===== src/rtl/stp_pkg.sv =====
// ----------------------------------------------------------------------------
// stp_pkg: shared types, constants and character helpers
// Digit decoding, white space test, parse phases and limits for the parser.
// ----------------------------------------------------------------------------
`default_nettype none

package stp_pkg;

    // width of the running character position inside a string
    localparam int OFFSET_BITS = 16;
    // width of the reported end offset
    localparam int END_BITS    = 16;
    localparam int BASE_BITS   = 6;
    localparam int VALUE_BITS  = 32;

    localparam logic [BASE_BITS-1:0]  BASE_RESET = 6'd10;
    localparam logic [BASE_BITS-1:0]  BASE_OCT   = 6'd8;
    localparam logic [BASE_BITS-1:0]  BASE_DEC   = 6'd10;
    localparam logic [BASE_BITS-1:0]  BASE_HEX   = 6'd16;
    localparam logic [BASE_BITS-1:0]  BASE_AUTO  = 6'd0;

    localparam logic [VALUE_BITS-1:0] VAL_MAX = 32'h7FFF_FFFF;
    localparam logic [VALUE_BITS-1:0] VAL_MIN = 32'h8000_0000;

    localparam logic [7:0] CH_ZERO  = 8'h30;
    localparam logic [7:0] CH_NINE  = 8'h39;
    localparam logic [7:0] CH_UA    = 8'h41;
    localparam logic [7:0] CH_UZ    = 8'h5A;
    localparam logic [7:0] CH_LA    = 8'h61;
    localparam logic [7:0] CH_LZ    = 8'h7A;
    localparam logic [7:0] CH_UX    = 8'h58;
    localparam logic [7:0] CH_LX    = 8'h78;
    localparam logic [7:0] CH_PLUS  = 8'h2B;
    localparam logic [7:0] CH_MINUS = 8'h2D;
    localparam logic [7:0] CH_SPACE = 8'h20;
    localparam logic [7:0] CH_TAB   = 8'h09;
    localparam logic [7:0] CH_CR    = 8'h0D;

    typedef enum logic [2:0] {
        PH_IDLE,
        PH_LEAD,
        PH_SIGNED,
        PH_ZERO,
        PH_DIGITS
    } t_phase;

    // one character word as it moves from the input register to the engine
    typedef struct packed {
        logic [7:0] char_in;
        logic       string_start;
    } t_char_word;

    typedef struct packed {
        logic                 is_digit;
        logic [BASE_BITS-1:0] value;
    } t_digit;

    // value of a digit or letter, 0..35
    function automatic t_digit digit_of(input logic [7:0] c);
        t_digit d;
        d.is_digit = 1'b1;
        d.value    = '0;
        if (c >= CH_ZERO && c <= CH_NINE) begin
            d.value = BASE_BITS'(c - CH_ZERO);
        end else if (c >= CH_UA && c <= CH_UZ) begin
            d.value = BASE_BITS'(c - CH_UA) + BASE_DEC;
        end else if (c >= CH_LA && c <= CH_LZ) begin
            d.value = BASE_BITS'(c - CH_LA) + BASE_DEC;
        end else begin
            d.is_digit = 1'b0;
        end
        return d;
    endfunction

    // space, tab, line feed, vertical tab, form feed, carriage return
    function automatic logic is_space(input logic [7:0] c);
        return (c == CH_SPACE) || (c >= CH_TAB && c <= CH_CR);
    endfunction

endpackage

`default_nettype wire


===== src/rtl/stp_char_if.sv =====
// ----------------------------------------------------------------------------
// stp_char_if: character channel
// Valid/ready channel carrying one string character and its start flag.
// ----------------------------------------------------------------------------
`default_nettype none

interface stp_char_if;
    logic       valid;
    logic       ready;
    logic [7:0] char_in;
    logic       string_start;

    modport source (output valid, output char_in, output string_start, input ready);
    modport sink   (input valid, input char_in, input string_start, output ready);
endinterface

`default_nettype wire


===== src/rtl/stp_cfg_if.sv =====
// ----------------------------------------------------------------------------
// stp_cfg_if: configuration write channel
// Valid/ready channel carrying the number base register write data.
// ----------------------------------------------------------------------------
`default_nettype none

interface stp_cfg_if;
    logic       valid;
    logic       ready;
    logic [5:0] number_base;

    modport source (output valid, output number_base, input ready);
    modport sink   (input valid, input number_base, output ready);
endinterface

`default_nettype wire


===== src/rtl/stp_result_if.sv =====
// ----------------------------------------------------------------------------
// stp_result_if: result channel
// Valid/ready channel carrying one parsed number and its status flags.
// ----------------------------------------------------------------------------
`default_nettype none

interface stp_result_if;
    logic               valid;
    logic               ready;
    logic signed [31:0] parsed_value;
    logic        [15:0] end_offset;
    logic               range_error;
    logic               digits_found;

    modport source (output valid, output parsed_value, output end_offset,
                    output range_error, output digits_found, input ready);
    modport sink   (input valid, input parsed_value, input end_offset,
                    input range_error, input digits_found, output ready);
endinterface

`default_nettype wire


===== src/rtl/stp_engine.sv =====
// ----------------------------------------------------------------------------
// stp_engine: parse state and result register
// Advances the parse by one character per cycle while the result slot is free, and registers each result.
// ----------------------------------------------------------------------------
`default_nettype none

module stp_engine (
    input  wire logic                          i_clk,
    input  wire logic                          i_rst_n,
    input  wire logic                          i_valid,
    input  wire stp_pkg::t_char_word           i_word,
    input  wire logic [stp_pkg::BASE_BITS-1:0] i_number_base,
    output logic                               o_take,
    stp_result_if.source                       o_result
);
    import stp_pkg::*;

    localparam logic [OFFSET_BITS-1:0] POS_MAX = '1;
    localparam int                     T_BITS  = VALUE_BITS + BASE_BITS + 1;

    t_phase                  r_phase, n_phase;
    logic                    r_neg, n_neg;
    logic [BASE_BITS-1:0]    r_base, n_base;
    logic [VALUE_BITS-1:0]   r_acc, n_acc;
    logic                    r_any, n_any;
    logic                    r_ovf, n_ovf;
    logic [OFFSET_BITS-1:0]  r_pos, n_pos;

    logic                    r_out_valid, n_out_valid;
    logic [VALUE_BITS-1:0]   r_out_value, n_out_value;
    logic [END_BITS-1:0]     r_out_end, n_out_end;
    logic                    r_out_ovf, n_out_ovf;
    logic                    r_out_any, n_out_any;

    logic                    step;
    t_digit                  dig;
    logic [T_BITS-1:0]       prod;
    logic [T_BITS-1:0]       lim;
    logic                    do_take;
    logic                    first;
    logic [OFFSET_BITS-1:0]  where;
    logic [31:0]             where_wide;

    // the slot is free when empty or being drained this cycle
    assign o_take = !r_out_valid || o_result.ready;
    assign step   = i_valid && o_take;
    assign dig    = digit_of(i_word.char_in);

    // next state for one character
    always_comb begin
        n_phase     = r_phase;
        n_neg       = r_neg;
        n_base      = r_base;
        n_acc       = r_acc;
        n_any       = r_any;
        n_ovf       = r_ovf;
        n_pos       = r_pos;
        n_out_valid = r_out_valid && !o_result.ready;
        n_out_value = r_out_value;
        n_out_end   = r_out_end;
        n_out_ovf   = r_out_ovf;
        n_out_any   = r_out_any;
        do_take     = 1'b0;
        first       = 1'b0;
        prod        = '0;
        lim         = '0;
        where       = '0;
        where_wide  = '0;

        if (step) begin
            // a start flag opens a fresh string
            if (i_word.string_start) begin
                n_phase = PH_LEAD;
                n_neg   = 1'b0;
                n_base  = i_number_base;
                n_acc   = '0;
                n_any   = 1'b0;
                n_ovf   = 1'b0;
                n_pos   = '0;
            end

            if (n_phase != PH_IDLE) begin
                where = n_pos;
                if (n_pos < POS_MAX) begin
                    n_pos = n_pos + OFFSET_BITS'(1);
                end

                case (n_phase)
                    PH_LEAD: begin
                        if (is_space(i_word.char_in)) begin
                            n_phase = PH_LEAD;
                        end else if (i_word.char_in == CH_MINUS) begin
                            n_neg   = 1'b1;
                            n_phase = PH_SIGNED;
                        end else if (i_word.char_in == CH_PLUS) begin
                            n_phase = PH_SIGNED;
                        end else begin
                            first = 1'b1;
                        end
                    end
                    PH_SIGNED: begin
                        first = 1'b1;
                    end
                    PH_ZERO: begin
                        if (i_word.char_in == CH_LX || i_word.char_in == CH_UX) begin
                            n_base  = BASE_HEX;
                            n_any   = 1'b0;
                            n_acc   = '0;
                            n_phase = PH_DIGITS;
                        end else begin
                            n_phase = PH_DIGITS;
                            do_take = 1'b1;
                        end
                    end
                    PH_DIGITS: begin
                        do_take = 1'b1;
                    end
                    default: begin
                        n_phase = PH_IDLE;
                    end
                endcase

                // first character after white space and sign
                if (first) begin
                    if ((n_base == BASE_AUTO || n_base == BASE_HEX)
                        && i_word.char_in == CH_ZERO) begin
                        n_any   = 1'b1;
                        n_acc   = '0;
                        n_base  = (n_base == BASE_AUTO) ? BASE_OCT : BASE_HEX;
                        n_phase = PH_ZERO;
                    end else begin
                        if (n_base == BASE_AUTO) begin
                            n_base = BASE_DEC;
                        end
                        n_phase = PH_DIGITS;
                        do_take = 1'b1;
                    end
                end

                // digit accumulate, or end of number
                if (do_take) begin
                    if (dig.is_digit && dig.value < n_base) begin
                        prod = T_BITS'(n_acc) * T_BITS'(n_base) + T_BITS'(dig.value);
                        lim  = T_BITS'(n_neg ? VAL_MIN : VAL_MAX);
                        if (!n_ovf) begin
                            if (prod > lim) begin
                                n_ovf = 1'b1;
                            end else begin
                                n_acc = prod[VALUE_BITS-1:0];
                            end
                        end
                        n_any = 1'b1;
                    end else begin
                        where_wide  = 32'(where);
                        n_out_valid = 1'b1;
                        if (n_ovf) begin
                            n_out_value = n_neg ? VAL_MIN : VAL_MAX;
                        end else begin
                            n_out_value = n_neg ? (VALUE_BITS'(0) - n_acc) : n_acc;
                        end
                        if (!n_any) begin
                            n_out_end = '0;
                        end else if (where_wide > 32'(END_BITS'('1))) begin
                            n_out_end = '1;
                        end else begin
                            n_out_end = where_wide[END_BITS-1:0];
                        end
                        n_out_ovf = n_ovf;
                        n_out_any = n_any;
                        n_phase   = PH_IDLE;
                    end
                end
            end
        end
    end

    // parse state and result valid
    always_ff @(posedge i_clk) begin
        if (!i_rst_n) begin
            r_phase     <= PH_IDLE;
            r_neg       <= 1'b0;
            r_base      <= '0;
            r_acc       <= '0;
            r_any       <= 1'b0;
            r_ovf       <= 1'b0;
            r_pos       <= '0;
            r_out_valid <= 1'b0;
        end else begin
            r_phase     <= n_phase;
            r_neg       <= n_neg;
            r_base      <= n_base;
            r_acc       <= n_acc;
            r_any       <= n_any;
            r_ovf       <= n_ovf;
            r_pos       <= n_pos;
            r_out_valid <= n_out_valid;
        end
    end

    // result payload
    always_ff @(posedge i_clk) begin
        r_out_value <= n_out_value;
        r_out_end   <= n_out_end;
        r_out_ovf   <= n_out_ovf;
        r_out_any   <= n_out_any;
    end

    assign o_result.valid        = r_out_valid;
    assign o_result.parsed_value = $signed(r_out_value);
    assign o_result.end_offset   = r_out_end;
    assign o_result.range_error  = r_out_ovf;
    assign o_result.digits_found = r_out_any;

endmodule

`default_nettype wire


===== src/rtl/string_to_long_parser.sv =====
// ----------------------------------------------------------------------------
// string_to_long_parser: streaming 32-bit string to integer converter
// Parses signed numbers in bases 2 to 36 or auto-detected from a prefix.
// ----------------------------------------------------------------------------
// One character is accepted every clock cycle. Each word passes an input
// register and then one parse step (a 32 by 6 bit multiply-add with a limit
// compare) that updates the string state; the character that ends a number
// places its result in the output register when the parse step takes it.
// The result register keeps the input flowing while a result waits, and a
// stalled result holds back input only once both stages are full. The base
// register is sampled on each string's first character.
`default_nettype none

module string_to_long_parser (
    input  wire logic    i_clk,
    input  wire logic    i_rst_n,
    stp_char_if.sink     i_char,
    stp_cfg_if.sink      i_cfg,
    stp_result_if.source o_result
);
    import stp_pkg::*;

    logic [BASE_BITS-1:0] r_base_reg;
    logic                 r_in_valid, n_in_valid;
    t_char_word           r_in_word, n_in_word;
    logic                 eng_take;

    // base register, always writable
    assign i_cfg.ready = 1'b1;

    always_ff @(posedge i_clk) begin
        if (!i_rst_n) begin
            r_base_reg <= BASE_RESET;
        end else if (i_cfg.valid) begin
            r_base_reg <= i_cfg.number_base;
        end
    end

    // input register, refilled whenever the engine takes its word
    assign i_char.ready = !r_in_valid || eng_take;

    always_comb begin
        n_in_valid = r_in_valid && !eng_take;
        n_in_word  = r_in_word;
        if (i_char.valid && i_char.ready) begin
            n_in_valid             = 1'b1;
            n_in_word.char_in      = i_char.char_in;
            n_in_word.string_start = i_char.string_start;
        end
    end

    always_ff @(posedge i_clk) begin
        if (!i_rst_n) begin
            r_in_valid <= 1'b0;
        end else begin
            r_in_valid <= n_in_valid;
        end
    end

    always_ff @(posedge i_clk) begin
        r_in_word <= n_in_word;
    end

    stp_engine u_engine (
        .i_clk         (i_clk),
        .i_rst_n       (i_rst_n),
        .i_valid       (r_in_valid),
        .i_word        (r_in_word),
        .i_number_base (r_base_reg),
        .o_take        (eng_take),
        .o_result      (o_result)
    );

endmodule

`default_nettype wire


===== src/flat_wrapper.sv =====
// flat-port wrapper written by rule: the top's interface ports become plain ports
module string_to_long_parser_flat import stp_pkg::*;
  (i_clk, i_rst_n, i_char_valid, i_char_char_in, i_char_string_start, i_char_ready, i_cfg_valid, i_cfg_number_base, i_cfg_ready, o_result_valid, o_result_parsed_value, o_result_end_offset, o_result_range_error, o_result_digits_found, o_result_ready);
  stp_char_if i_char_i ();
  stp_cfg_if i_cfg_i ();
  stp_result_if o_result_i ();
  input  wire logic i_clk;
  input  wire logic i_rst_n;
  input wire logic [$bits(i_char_i.valid)-1:0] i_char_valid;
  input wire logic [$bits(i_char_i.char_in)-1:0] i_char_char_in;
  input wire logic [$bits(i_char_i.string_start)-1:0] i_char_string_start;
  output wire logic [$bits(i_char_i.ready)-1:0] i_char_ready;
  input wire logic [$bits(i_cfg_i.valid)-1:0] i_cfg_valid;
  input wire logic [$bits(i_cfg_i.number_base)-1:0] i_cfg_number_base;
  output wire logic [$bits(i_cfg_i.ready)-1:0] i_cfg_ready;
  output wire logic [$bits(o_result_i.valid)-1:0] o_result_valid;
  output wire logic [$bits(o_result_i.parsed_value)-1:0] o_result_parsed_value;
  output wire logic [$bits(o_result_i.end_offset)-1:0] o_result_end_offset;
  output wire logic [$bits(o_result_i.range_error)-1:0] o_result_range_error;
  output wire logic [$bits(o_result_i.digits_found)-1:0] o_result_digits_found;
  input wire logic [$bits(o_result_i.ready)-1:0] o_result_ready;
  assign i_char_i.valid = i_char_valid;
  assign i_char_i.char_in = i_char_char_in;
  assign i_char_i.string_start = i_char_string_start;
  assign i_char_ready = i_char_i.ready;
  assign i_cfg_i.valid = i_cfg_valid;
  assign i_cfg_i.number_base = i_cfg_number_base;
  assign i_cfg_ready = i_cfg_i.ready;
  assign o_result_valid = o_result_i.valid;
  assign o_result_parsed_value = o_result_i.parsed_value;
  assign o_result_end_offset = o_result_i.end_offset;
  assign o_result_range_error = o_result_i.range_error;
  assign o_result_digits_found = o_result_i.digits_found;
  assign o_result_i.ready = o_result_ready;
  string_to_long_parser u_core (.i_clk(i_clk), .i_rst_n(i_rst_n), .i_char(i_char_i), .i_cfg(i_cfg_i), .o_result(o_result_i));
endmodule

===== config.mk =====
export PLATFORM = sky130hd
export DESIGN_NAME = string_to_long_parser_flat
export DESIGN_NICKNAME = d
export VERILOG_FILES = /design/src/rtl/stp_pkg.sv /design/src/rtl/stp_char_if.sv /design/src/rtl/stp_cfg_if.sv /design/src/rtl/stp_result_if.sv /design/src/rtl/stp_engine.sv /design/src/rtl/string_to_long_parser.sv /design/src/flat_wrapper.sv
export SDC_FILE = /design/constraint.sdc
export NUM_CORES = 1
export LEC_CHECK = 0
export BUFFER_PORTS_ARGS = -buffer_cell sky130_fd_sc_hd__buf_4
export CORE_ASPECT_RATIO = 0.5
export CORE_MARGIN = 3
export CORE_UTILIZATION = 50
export DETAILED_ROUTE_END_ITERATION = 8
export PLACE_DENSITY = 0.71
export RECOVER_POWER = 100
export SETUP_SLACK_MARGIN = 0.15
export SYNTH_ARGS = -nofsm -noshare
export SYNTH_HDL_FRONTEND = slang
export SYNTH_SLANG_ARGS = --single-unit

===== constraint.sdc =====
create_clock -name i_clk -period 11.7 [get_ports i_clk]
set_clock_uncertainty 0.1 [all_clocks]
set_input_delay 1.755 -clock i_clk [delete_from_list [all_inputs] [get_ports i_clk]]
set_output_delay 1.755 -clock i_clk [all_outputs]
set_load 0.03 [all_outputs]

==> qor.csv <==
metric,value,unit
path_max_fanout,24,
num_antenna_cells,0,
row_count,43,
cp_data_required_time,11.98,ns
maxSlewHeadroom,-97.6,%
postSynthAreaPerCell,8.71,um2
cp_slowest_cell,nor4_4,
internal-power,0.835,mW
async_flop_share,0,%
synth_ff_type,dfxtp_1,
start_util,51.5,%
grt_pass1_wl,68800,um
routabilityCongestion,0.998,
wl_per_cell,20.9,um
min_to,u_core.u_engine.r_base[4],
synth-edff-count,59,
ys_types,100,
synth_nets,1937,
syn_inst,1660,
portBuffers,71,
ys_ff_latch,127,
critical_path_class,register to register,
insertion_delay,0.44,ns
cts_resized,0,
clkSinkCount,127,
drive_gt1_share,5.67,%
worstReg2RegEnd,u_core.u_engine.r_acc[18],
drtAntennaViolNets,0,
cp_data_arrival_time,10.84,ns
finalHoldViolCount,0,
violations,"capacitance limit, slew limit",
gr-total-overflow,0,
power_switching,0.342,mW
holdBufCountCts,0,
avgViaCountPerCell,6.17,
ys_seq_area_share,21.7,%
rsz0062_at_grt,no,
slowest_delay,0.63,ns
drt-total-wl,42900,um
antenna_found_initial,0,
crit_top_cell,fa_1,
yosys_warnings,0,
die_w,246,um
hold_path_class,register to register,
grt_pass1_vias,12337,
layout.nets,1941,
pwr-share-comb,13.7,%
crit_path_start_kind,register,
status,"complete, but fails checks",
r2r-start,u_core.r_in_word[1],
via_count,12690,
grt_use_total,28.1,%
tns,0,ns
max_freq,0.0947,GHz
grt_start_max_net_pins,59,
clock_path_buffers,2,
r2r_cells,32,
synth_area,14500,um2
pre_cts_slack,1.60,ns
drc,0,
regToRegSetupSlack,1.14,ns
cts_tree,built,
numCtsBuffers,17,
worstMarginPinSlew,2.96,ns
setup_violations,0,
placed_cells,2027,
setup_ws,1.14,ns
p_sw_share,29.1,%
p_leak,7.35,nW
dieArea,31100,um2
post-route-min-period,10.56,ns
min_from,u_core.u_engine.r_base[4],
drv_slew,119,
period_share,90.2,%
cts_setup_buffers,0,
layout.cells.non_filler,2058,
area_growth_syn_to_layout,6.85,%
whs,0.384,ns
nFillCells,2572,
ir_drop,0.0945,mV
die_y,126,um
cts_max_level,4,
cellPowerDensity,76.2,nW/um2
root_buffer,clkbuf_16,
drtIter0Drc,1420,
hold_path_depth,2,
dp_hpwl,32600,um
end_kind,register,
cap_viol_max_count,3,
clockPowerShare,45.2,%
ios,73,
first_pass_iters,6,
core,28100,um2
clkTransAtPathRegs,0.07,ns
power_frac_seq,41.1,%
how the worst max path moves through the flow:
stage	startpoint	endpoint	cells past startpoint
after floorplan	u_core.r_in_word[1]	u_core.u_engine.r_acc[27]	36
after global placement	u_core.r_in_word[1]	u_core.u_engine.r_acc[26]	32
after detailed placement	u_core.r_in_word[1]	u_core.u_engine.r_acc[18]	32
after CTS	u_core.r_in_word[1]	u_core.u_engine.r_acc[18]	32
after global routing	u_core.r_in_word[1]	u_core.u_engine.r_acc[15]	33
final	u_core.r_in_word[1]	u_core.u_engine.r_acc[18]	32
per-stage QoR:
step / power (mW) / area [um2] / utilization [%]
after floorplan: 0.602 / 14500 / -
after detailed placement: 0.653 / 15100 / 53.8
after global placement: 0.651 / 15100 / 53.8
final: 1.18 / 15400 / 55.0
after CTS: 1.18 / 15700 / 55.8
after global routing: 1.22 / 15400 / 55.0
logic make-up after synthesis:
group                      count (synthesis)  synth area share (%)
xor gates and xnor gates                  48                  2.91
other                                      1                0.0259
AOI/OAI and AO/OA                        368                  16.8
muxes                                     27                  1.90
buffers and inverters                    212                  6.32
adders and majority gates                257                  28.7
and+or+nand+nor                          620                  21.7
DFF                                      127                  21.7
critical path: cells and delay by family, from the launching register on:
kind	cells	cell delay (ns)
buf+inv	3	0.68
fa+ha+maj	7	3.04
simple gates	11	3.26
xor+xnor	1	0.20
flops	1	0.54
compound gates	10	2.64
layout make-up:
class                      instances  area, um2  share of cell area (%)
timing repair buffer              89        439                    2.84
inverter                         108        405                    2.62
tap                              382        478                    3.09
sequential                       127       3130                    20.3
multi-input combinational       1321      10400                    67.5
clock buffer                      18        429                    2.78
clock inverter                    13        140                   0.907
cell usage in the layout, fill, tap and decap left out, types with 7 or more instances in the layout:
cell type  instances
a211oi_1          15
a21o_1            17
a21oi_1          112
a22o_1            27
a31oi_1           15
and2_0            13
and2_1            26
and3_1            95
buf_4             19
clkbuf_1          62
clkbuf_16         17
clkbuf_4           9
dfxtp_1           68
edfxtp_1          59
fa_1             124
ha_1             133
inv_1            108
mux2i_1           23
nand2_1          179
nand2b_1          11
nand3_1           39
nand4_1           18
nor2_1           121
nor2b_1           21
nor3_1            37
nor4_1             7
o211ai_1          10
o21a_1            13
o21ai_0           73
o21ai_1           11
or3_1              8
xnor2_1           30
xor2_1            18
per-layer routing:
metal,global-route usage (%),vias to the layer above,share of wire (%)
met4,6.93,0,2.0
met5,0,-,0
li1,-,5849,-
met1,39.3,6150,42
met2,42.6,612,44
met3,8.51,79,12
synthesized netlist by cell type (17+ instances only):
cell | count | area share, %
a21o_1 | 17 | 0.88
a21oi_1 | 113 | 3.9
a22o_1 | 27 | 1.6
and2_1 | 37 | 1.6
and3_1 | 95 | 4.1
clkbuf_1 | 77 | 2.0
dfxtp_1 | 68 | 9.4
edfxtp_1 | 59 | 12
fa_1 | 124 | 17
ha_1 | 133 | 12
inv_1 | 108 | 2.8
mux2i_1 | 23 | 1.6
nand2_1 | 179 | 4.6
nand3_1 | 39 | 1.4
nand4_1 | 18 | 0.78
nor2_1 | 122 | 3.2
nor2b_1 | 21 | 0.91
nor3_1 | 38 | 1.3
o21ai_0 | 67 | 2.3
o21ai_1 | 17 | 0.59
xnor2_1 | 30 | 1.8
xor2_1 | 18 | 1.1
power groups by stage:
stage	sequential (mW)	combinational, mW	clock [mW]
5_1_grt	0.485	0.175	0.556
3_3_place_gp	0.493	0.158	0
2_1_floorplan	0.494	0.108	0
4_1_cts	0.483	0.161	0.535
6_report	0.484	0.162	0.532
3_5_place_dp	0.493	0.160	0
No activity file was read; power rests on OpenSTA's default activity.
